## src/hdl/irpd_pkg.sv

```systemverilog
// shared types and constants for the ir remote pulse decoder
// item structs, port codes, one-hot phase type and pulse width windows
// no dependencies
package irpd_pkg;

  // ports selected by req_type
  localparam logic [1:0] PORT_REMOTE     = 2'd0;
  localparam logic [1:0] PORT_MUTE_LEFT  = 2'd1;
  localparam logic [1:0] PORT_MUTE_RIGHT = 2'd2;

  // decoder phase codes as reported on the result
  localparam logic [2:0] PH_CODE_IDLE      = 3'd0;
  localparam logic [2:0] PH_CODE_HDR_PULSE = 3'd1;
  localparam logic [2:0] PH_CODE_HDR_SPACE = 3'd2;
  localparam logic [2:0] PH_CODE_BIT_PULSE = 3'd3;
  localparam logic [2:0] PH_CODE_BIT_SPACE = 3'd4;

  // pulse width windows in microseconds, lower bound inclusive, upper exclusive
  localparam logic [15:0] HDR_PULSE_MIN = 16'd5800;
  localparam logic [15:0] HDR_PULSE_MAX = 16'd11200;
  localparam logic [15:0] HDR_SPACE_MIN = 16'd3400;
  localparam logic [15:0] HDR_SPACE_MAX = 16'd6200;
  localparam logic [15:0] BIT_PULSE_MIN = 16'd380;
  localparam logic [15:0] BIT_PULSE_MAX = 16'd1070;
  localparam logic [15:0] ONE_SPACE_MIN = 16'd1260;
  localparam logic [15:0] ONE_SPACE_MAX = 16'd4720;
  localparam logic [15:0] ZERO_SPACE_MIN = 16'd300;
  localparam logic [15:0] ZERO_SPACE_MAX = 16'd1065;

  localparam logic [7:0] DEVICE_ADDRESS_RESET = 8'hA8;
  localparam logic [5:0] FRAME_BITS = 6'd32;

  typedef enum logic [4:0] {
    PH_IDLE      = 5'b00001,
    PH_HDR_PULSE = 5'b00010,
    PH_HDR_SPACE = 5'b00100,
    PH_BIT_PULSE = 5'b01000,
    PH_BIT_SPACE = 5'b10000
  } phase_t;

  typedef struct packed {
    logic [1:0]  req_type;
    logic        line_level;
    logic [15:0] elapsed_us;
  } in_item_t;

  typedef struct packed {
    logic       command_valid;
    logic [7:0] command_code;
    logic       mute_left;
    logic       mute_right;
    logic [2:0] decoder_phase;
  } out_item_t;

endpackage

```

## src/hdl/ir_remote_pulse_decoder_unit.sv

```systemverilog
// ir remote pulse decoder top level
// times the pulses and spaces of an nec style remote line and keeps two mute flags
// depends on irpd_pkg
//
// usage
//   input channel in_valid / in_ready / in_data: one transfer is one write to a port,
//   req_type 0 the remote line level with the microseconds since the previous edge,
//   1 the left mute flag, 2 the right mute flag, 3 ignored
//   result channel out_valid / out_ready / out_data: exactly one result per input
//   transfer, in order, carrying the frame command (when this write finished an
//   accepted frame), both mute flags and the decoder phase after the write
//   config channel cfg_valid / cfg_ready / cfg_data: device address byte, always ready,
//   to be written while no item is in flight
// timing
//   an accepted item sits in the input register and is decoded combinationally there;
//   its result is loaded into the result register, which drives out_valid
//   one item per cycle while out_ready is high; the input and result registers set it
// reset
//   rst_n low at a clock edge empties both registers, clears the decoder to idle,
//   clears the mute flags and loads device address 0xA8
// stall
//   while out_ready is low and a result waits, the input register holds its item and
//   in_ready drops once that register is full; nothing is lost or repeated
module ir_remote_pulse_decoder_unit (
  input  logic                clk,
  input  logic                rst_n,
  input  logic                in_valid,
  output logic                in_ready,
  input  irpd_pkg::in_item_t  in_data,
  output logic                out_valid,
  input  logic                out_ready,
  output irpd_pkg::out_item_t out_data,
  input  logic                cfg_valid,
  output logic                cfg_ready,
  input  logic [7:0]          cfg_data
);
  import irpd_pkg::*;

  // pipeline registers
  logic      s1_valid_r;
  in_item_t  s1_item_r;
  logic      out_valid_r;
  out_item_t out_item_r;

  // decoder state
  logic [7:0]  dev_addr_r;
  logic        last_level_r, last_level_nxt;
  phase_t      phase_r, phase_nxt;
  logic [31:0] shift_r, shift_nxt;
  logic [5:0]  count_r, count_nxt;
  logic        mute_l_r, mute_l_nxt;
  logic        mute_r_r, mute_r_nxt;

  logic      out_free;
  logic      s1_adv;
  logic      frame_ok;
  logic      t_one, t_bad;
  logic [15:0] t_us;
  logic [2:0]  phase_code;
  out_item_t out_item_nxt;

  // handshake: result register frees when empty or taken, input register follows
  assign out_free  = !out_valid_r || out_ready;
  assign s1_adv    = s1_valid_r && out_free;
  assign in_ready  = !s1_valid_r || out_free;
  assign cfg_ready = 1'b1;
  assign out_valid = out_valid_r;
  assign out_data  = out_item_r;

  assign t_us  = s1_item_r.elapsed_us;
  // long space is a one, mid space a zero, anything else drops the frame
  assign t_one = (t_us >= ONE_SPACE_MIN) && (t_us < ONE_SPACE_MAX);
  assign t_bad = !t_one && ((t_us < ZERO_SPACE_MIN) || (t_us >= ZERO_SPACE_MAX));

  // decode one write against the current state
  always_comb begin
    last_level_nxt = last_level_r;
    phase_nxt      = phase_r;
    shift_nxt      = shift_r;
    count_nxt      = count_r;
    mute_l_nxt     = mute_l_r;
    mute_r_nxt     = mute_r_r;
    frame_ok       = 1'b0;
    priority if (s1_item_r.req_type == PORT_REMOTE) begin
      if (s1_item_r.line_level != last_level_r) begin
        last_level_nxt = s1_item_r.line_level;
        unique case (phase_r)
          PH_IDLE: begin
            // only a rising edge starts a frame
            if (s1_item_r.line_level) begin
              shift_nxt = '0;
              count_nxt = '0;
              phase_nxt = PH_HDR_PULSE;
            end
          end
          PH_HDR_PULSE: begin
            phase_nxt = ((t_us >= HDR_PULSE_MIN) && (t_us < HDR_PULSE_MAX)) ?
                        PH_HDR_SPACE : PH_IDLE;
          end
          PH_HDR_SPACE: begin
            phase_nxt = ((t_us >= HDR_SPACE_MIN) && (t_us < HDR_SPACE_MAX)) ?
                        PH_BIT_PULSE : PH_IDLE;
          end
          PH_BIT_PULSE: begin
            phase_nxt = ((t_us >= BIT_PULSE_MIN) && (t_us < BIT_PULSE_MAX)) ?
                        PH_BIT_SPACE : PH_IDLE;
          end
          PH_BIT_SPACE: begin
            if (t_bad) begin
              phase_nxt = PH_IDLE;
            end else begin
              if (t_one && (count_r < FRAME_BITS)) begin
                shift_nxt = shift_r | (32'd1 << count_r[4:0]);
              end
              if (count_r == FRAME_BITS) begin
                // closing space, its bit is dropped
                frame_ok  = (shift_r[7:0] == ~shift_r[15:8]) &&
                            (shift_r[7:0] == dev_addr_r) &&
                            (shift_r[23:16] == ~shift_r[31:24]);
                phase_nxt = PH_IDLE;
              end else begin
                phase_nxt = PH_BIT_PULSE;
              end
              count_nxt = count_r + 6'd1;
            end
          end
          default: begin
            phase_nxt = phase_r;
          end
        endcase
      end
    end else if (s1_item_r.req_type == PORT_MUTE_LEFT) begin
      mute_l_nxt = s1_item_r.line_level;
    end else if (s1_item_r.req_type == PORT_MUTE_RIGHT) begin
      mute_r_nxt = s1_item_r.line_level;
    end else begin
      // unused port, no change
      mute_l_nxt = mute_l_r;
    end
  end

  always_comb begin
    unique case (phase_nxt)
      PH_IDLE:      phase_code = PH_CODE_IDLE;
      PH_HDR_PULSE: phase_code = PH_CODE_HDR_PULSE;
      PH_HDR_SPACE: phase_code = PH_CODE_HDR_SPACE;
      PH_BIT_PULSE: phase_code = PH_CODE_BIT_PULSE;
      PH_BIT_SPACE: phase_code = PH_CODE_BIT_SPACE;
      default:      phase_code = PH_CODE_IDLE;
    endcase
  end

  always_comb begin
    out_item_nxt.command_valid = frame_ok;
    out_item_nxt.command_code  = frame_ok ? shift_nxt[23:16] : 8'd0;
    out_item_nxt.mute_left     = mute_l_nxt;
    out_item_nxt.mute_right    = mute_r_nxt;
    out_item_nxt.decoder_phase = phase_code;
  end

  // control and decoder state
  always_ff @(posedge clk) begin
    if (!rst_n) begin
      s1_valid_r   <= 1'b0;
      out_valid_r  <= 1'b0;
      dev_addr_r   <= DEVICE_ADDRESS_RESET;
      last_level_r <= 1'b0;
      phase_r      <= PH_IDLE;
      shift_r      <= '0;
      count_r      <= '0;
      mute_l_r     <= 1'b0;
      mute_r_r     <= 1'b0;
    end else begin
      if (in_ready) begin
        s1_valid_r <= in_valid;
      end
      if (out_free) begin
        out_valid_r <= s1_valid_r;
      end
      if (cfg_valid && cfg_ready) begin
        dev_addr_r <= cfg_data;
      end
      if (s1_adv) begin
        last_level_r <= last_level_nxt;
        phase_r      <= phase_nxt;
        shift_r      <= shift_nxt;
        count_r      <= count_nxt;
        mute_l_r     <= mute_l_nxt;
        mute_r_r     <= mute_r_nxt;
      end
    end
  end

  // payload registers
  always_ff @(posedge clk) begin
    if (in_ready && in_valid) begin
      s1_item_r <= in_data;
    end
    if (s1_adv) begin
      out_item_r <= out_item_nxt;
    end
  end

  // an accepted frame always leaves the decoder idle
  a_frame_idle: assert property (@(posedge clk) disable iff (!rst_n)
    (out_valid_r && out_item_r.command_valid) |->
      (out_item_r.decoder_phase == PH_CODE_IDLE))
    else $error("accepted frame without return to idle");

  // no command code without a command
  a_code_zero: assert property (@(posedge clk) disable iff (!rst_n)
    (out_valid_r && !out_item_r.command_valid) |-> (out_item_r.command_code == 8'd0))
    else $error("command code set without accepted frame");

  // bit counter stops one past the closing space
  a_count_range: assert property (@(posedge clk) disable iff (!rst_n)
    count_r <= (FRAME_BITS + 6'd1))
    else $error("bit counter out of range");

  // a stalled item stays in the input register
  a_s1_hold: assert property (@(posedge clk) disable iff (!rst_n)
    (s1_valid_r && !out_free) |=> (s1_valid_r && $stable(s1_item_r)))
    else $error("input register lost an item under stall");

endmodule

```

## config.mk

```make
export PLATFORM = sky130hd
export DESIGN_NAME = ir_remote_pulse_decoder_unit
export DESIGN_NICKNAME = d
export VERILOG_FILES = /design/src/hdl/irpd_pkg.sv /design/src/hdl/ir_remote_pulse_decoder_unit.sv
export SDC_FILE = /design/constraint.sdc
export NUM_CORES = 1
export LEC_CHECK = 0
export ABC_AREA = 1
export BUFFER_PORTS_ARGS = -buffer_cell sky130_fd_sc_hd__buf_2
export CAP_MARGIN = 10
export CORE_ASPECT_RATIO = 1.5
export CORE_MARGIN = 2
export CORE_UTILIZATION = 43
export CTS_CLUSTER_DIAMETER = 50
export CTS_CLUSTER_SIZE = 14
export DETAILED_ROUTE_END_ITERATION = 8
export GPL_ROUTABILITY_DRIVEN = 0
export PLACE_DENSITY = 0.69
export SLEW_MARGIN = 20
export SYNTH_ARGS = -nofsm -noshare
export SYNTH_HDL_FRONTEND = slang
export SYNTH_SLANG_ARGS = --single-unit
```

## constraint.sdc

```tcl
create_clock -name clk -period 2.5 [get_ports clk]
set_clock_uncertainty 0.15 [all_clocks]
set_input_delay 0.5 -clock clk [delete_from_list [all_inputs] [get_ports clk]]
set_output_delay 0.5 -clock clk [all_outputs]
set_load 0.05 [all_outputs]
```

Yosys cells after proc, flatten, opt, wreduce, memory -nomap -nowiden. Index checks and enable logic that the tools add are counted.

Bits in registers: 89. Output and inout port bits: 17.

Eq/ne operators: 19. Shift operators: 1. Muxes and demuxes: 29. Order comparisons: 11. Reductions and logical operators: 21. Bitwise operators: 3. $add $sub $neg: 1.

Operators by type and width (count): two-way mux 32 bit (3); one-hot mux 32 bit (2 select lines) (1); two-way mux 24 bit (2); greater-or-equal comparator 16 x 11 -> 1 bit (second input constant) (2); less-than comparator 16 x 13 -> 1 bit (second input constant) (2); OR 32 bit (1); << shifter 1 x 5 -> 32 bit (first input constant) (1); one-hot mux 5 bit (5 select lines) (1); equality test 8 bit (3); two-way mux 5 bit (4); greater-or-equal comparator 16 x 12 -> 1 bit (second input constant) (1); greater-or-equal comparator 16 x 13 -> 1 bit (second input constant) (1); greater-or-equal comparator 16 x 9 -> 1 bit (second input constant) (1); less-than comparator 16 x 11 -> 1 bit (second input constant) (1); less-than comparator 16 x 14 -> 1 bit (second input constant) (1); less-than comparator 16 x 9 -> 1 bit (second input constant) (1); inverter 8 bit (2); two-way mux 4 bit (3); two-way mux 6 bit (2); one-hot mux 3 bit (4 select lines) (1); one-hot mux 6 bit (2 select lines) (1); equality test 5 x 2 -> 1 bit (second input constant) (2); equality test 5 x 3 -> 1 bit (second input constant) (2); equality test 5 x 4 -> 1 bit (second input constant) (2); other kinds (19) (44).

Logic depth before layout (Yosys ltp).
Depth after elaboration: 10. Depth in mapped cells: 15. Gate-level depth less buffers: 15.

Worst setup path before layout. No wires, ideal clock.

Path kind: register to register. Start: register out_valid_r, in the netlist out_valid. End: register s1_item_r[16] in the netlist's numbering, enable pin. Required time: 2.019 ns. Stages on the path, launching flop included: 4. Data arrival time: 1.667 ns. Path slack: 0.352 ns. Buffers on the path: 0. Clock period less this slack: 2.148 ns. Library setup time: 0.331 ns. Cell sequence: dfxtp_1 -> nand3_1 -> nand2_1 -> inv_1.

Cells in the longest elaborated chain, start to end: 4.

Ends and longest elaborated chain: from (decl) (line ir_remote_pulse_decoder_unit.sv:42) `logic out_valid_r;`; from (signal assigned) (line ir_remote_pulse_decoder_unit.sv:178) `out_valid_r <= s1_valid_r;`; zero test 1 bit (line ir_remote_pulse_decoder_unit.sv:63) `assign out_free = !out_valid_r || out_ready;`; logical OR 1 bit (line ir_remote_pulse_decoder_unit.sv:63); logical OR 1 bit (line ir_remote_pulse_decoder_unit.sv:65) `assign in_ready = !s1_valid_r || out_free;`; net in_ready (line ir_remote_pulse_decoder_unit.sv:28) `output logic in_ready,`; logical AND 1 bit (line ir_remote_pulse_decoder_unit.sv:196) `if (in_ready && in_valid) begin`; to (signal assigned) (line ir_remote_pulse_decoder_unit.sv:197) `s1_item_r <= in_data;`; to (decl) (line ir_remote_pulse_decoder_unit.sv:41) `in_item_t s1_item_r;`.

The timed path passes the listed nets, and every way through them passes these cells. A chain may end at the register's enable or synchronous reset.

Worst setup path after layout.
Start: register phase_r[0]. End: register out_item_r, in the netlist out_data[10], data pin.

Cells in the longest elaborated chain, start to end: 4. Elaborated cells between the ends (all ways): 8.

Ends and longest elaborated chain: from (decl) (line ir_remote_pulse_decoder_unit.sv:48) `phase_t phase_r, phase_nxt;`; from (signal assigned) (line ir_remote_pulse_decoder_unit.sv:185) `phase_r <= phase_nxt;`; equality test 5 bit or equality test 5 x 1 -> 1 bit (tied branches) (line ir_remote_pulse_decoder_unit.sv:87) `unique case (phase_r)`; one-hot mux 32 bit (2 select lines) or two-way mux 1 bit (tied branches) (line ir_remote_pulse_decoder_unit.sv:87); two-way mux 24 bit or two-way mux 1 bit (tied branches) (line ir_remote_pulse_decoder_unit.sv:85) `if (s1_item_r.line_level != last_level_r) begin`; two-way mux 24 bit or two-way mux 1 bit (tied branches) (line ir_remote_pulse_decoder_unit.sv:84) `priority if (s1_item_r.req_type == PORT_REMOTE) begin`; to (signal assigned) (line ir_remote_pulse_decoder_unit.sv:200) `out_item_r <= out_item_nxt;`; to (decl) (line ir_remote_pulse_decoder_unit.sv:43) `out_item_t out_item_r;`.

Parallel ways exist; a longest one is shown, timed or not.

==> results.json <==
{
  "rows": 46,
  "multiInputGateArea_um2": 2110,
  "max_freq_ghz": 0.445,
  "worst_slew_pin_slew_ps": 575,
  "synth.largest_area_cell": "dfxtp_1",
  "min_from": "in_data[7]",
  "detail_route.wl_per_cell_um": 13.2,
  "grt_pass1_vias": 3958,
  "syn-num-nets": 655,
  "layout-drive-gt1-share_pct": 15.3,
  "path_max_fanout": 9,
  "critical_path_class": "flip-flop to flip-flop",
  "ctsLongestPathBuffers": 2,
  "first_pass_iters": 5,
  "worstHoldEndpoint": "t_us[7]",
  "antenna_found_initial": 0,
  "ir_drop_mv": 0.334,
  "yosys.cell_types.count": 42,
  "r2r_slack_ps": 250,
  "period_share_pct": 89.9,
  "r2r-end": "out_data[10]",
  "yosys_warnings": 0,
  "synthTopCellsByCount": "nand2_1, nor2_1, inv_1",
  "synth-seq-cells": 89,
  "crit_path_end_kind": "flip-flop",
  "switching_power_w": 0.000825,
  "hold_violations": 0,
  "pwr-share-clk_pct": 42.1,
  "crit_required_ps": 2550,
  "rsz0062_at_grt": "no",
  "min_path_cells": 1,
  "grt_pass1_wl_um": 17400,
  "yosys.area.top_type_share_pct": 24.2,
  "start_kind": "flip-flop",
  "drv_cap": 0,
  "synth-edff-count": 33,
  "place_worst_setup_slack_ps": 265,
  "area_growth_syn_to_layout_pct": 16.0,
  "viasPerCell": 5.08,
  "clk_pin_slew_worst_paths_ps": 60,
  "cts_resized": 0,
  "diodes": 0,
  "r2r_start": "phase_r[0]",
  "yosysMostFrequentCell": "nand2_1",
  "cts_buffers": 9,
  "die_h_um": 131,
  "min_path_type": "input port to flip-flop",
  "htreeDepth": 3,
  "layout.nets": 707,
  "synthArstFlopShare_pct": 0,
  "min_period_ps": 2250,
  "overflow": 0,
  "numClockSinks": 89,
  "grt_max_degree": 33,
  "die_x_um": 88.7,
  "via_count": 4158,
  "ant_nets": 0,
  "internal-power_w": 0.00256,
  "switching_share_pct": 24.4,
  "nFillCells": 1012,
  "pin_count": 49,
  "syn_area_per_cell_um2": 7.50,
  "synth_seq_area_share_pct": 45.6,
  "cts_root_buf": "clkbuf_16",
  "setup_viol": 0,
  "initial_core_util_pct": 43.9,
  "seqPwrFrac_pct": 47.6,
  "timing.final.ws_setup_ps": 253,
  "die_area_um2": 11600,
  "worstSkewPairLatency_ps": 340,
  "reg2reg_depth": 9,
  "status": "complete, no violations",
  "ctsHoldBuffers": 0,
  "cts_tree": "built",
  "syn_area_um2": 4630,
  "combPwrFrac_pct": 10.3,
  "core_um2": 10500,
  "port_buffers": 47,
  "groute.usage.overall_pct": 19.8,
  "regArea_um2": 2110,
  "ys_dominant_reg_cell": "dfxtp_1",
  "power_density_nw_per_um2": 630,
  "cts_setup_buffers": 0,
  "initialDrtViolationCount": 153,
  "drcViolationCount": 0,
  "totalPowerFinal_w": 0.00338,
  "syn_inst": 617,
  "drt-total-wl_um": 10800,
  "leakagePower_nw": 2.31,
  "synthTopCellsByArea": "dfxtp_1, edfxtp_1, nand2_1, nor2_1, inv_1",
  "tns_ps": 0,
  "slew_violations": 0,
  "worstPathArrival_ps": 2290,
  "relSlewSlack_pct": 61.6,
  "hpwl_um": 8200
}
## per-stage QoR
stage,hold slack (ps),util [%],cell area (µm²),instances
after floorplan,292,-,4630,617
final,179,51.0,5370,818
after detailed placement,303,47.8,5030,802
after global placement,299,47.8,5030,802
after CTS,165,50.9,5360,818
after global routing,165,51.0,5370,818
## cells in the final DEF (no fill, tap or decap), drive strengths merged, types with 2 or more instances in the layout
master,instances
nand2,133
nor2,99
inv,87
buf,57
dfxtp,56
nand3,55
a21oi,48
o21ai,34
edfxtp,33
clkbuf,14
xor2,9
nand4,9
a21boi,7
xnor2,6
ha,6
nor3,5
nor4,3
clkinv,2
and3,2
## registers in the layout, summed over array words and instances, names as in the netlist
signal        cells
count_r           6
dev_addr_r        8
last_level_r      1
mute_l_r          1
mute_r_r          1
out_data         14
out_valid         1
phase_r           5
s1_item_r         3
s1_valid_r        1
shift_r          32
t_us             16
## cell type report
| class | instances | area share (%) |
|---|---|---|
| Clock buffer | 14 | 5.92 |
| Clock inverter | 2 | 0.210 |
| Inverter | 87 | 6.09 |
| Multi-Input combinational cell | 425 | 39.3 |
| Sequential cell | 89 | 39.4 |
| Tap cell | 144 | 3.36 |
| Timing Repair Buffer | 57 | 5.78 |
## worst max-delay path: stages, from the launching register on
cell and delay (ps):
dfxtp_1 350, nor2_1 180, nand3_2 190, inv_2 100, o21ai_0 90, a221oi_1 460
nand2_1 100, nor2_1 120, nand2_1 200, nor2_1 170
## metal layers
layer | part of all wire (%) | track usage (%)
met1 | 36 | 19.2
met3 | 4.6 | 5.09
met2 | 55 | 37.0
met5 | 0 | 0
met4 | 4.4 | 10.9
## how the worst max path moves through the flow
stage | startpoint | endpoint | slack, ps | cells after the start
final | phase_r[0] | out_data[10] | 250 | 9
after detailed placement | t_us[7] | out_data[0] | 260 | 13
after floorplan | out_valid | s1_item_r[16] | 350 | 3
after global placement | t_us[8] | out_data[0] | 280 | 13
after CTS | t_us[7] | out_data[0] | 240 | 13
after global routing | t_us[7] | out_data[0] | 30 | 13
## power groups by stage
stage / logic, W / registers (W) / clock network, W
global placement: 0.000338 / 0.00164 / 0
finish: 0.000349 / 0.00161 / 0.00142
floorplan: 0.000210 / 0.00167 / 0
detailed placement: 0.000345 / 0.00164 / 0
CTS: 0.000348 / 0.00161 / 0.00146
global route: 0.000391 / 0.00162 / 0.00152
## logic make-up after synthesis
group	share of synthesized area [%]
DFF	45.6
AOI/OAI and AO/OA	11.2
and+or+nand+nor	29.7
xor gates and xnor gates	2.84
buffers and inverters	8.84
other	0.0810
adders and majority gates	1.62
(Power assumes the default switching activity.)
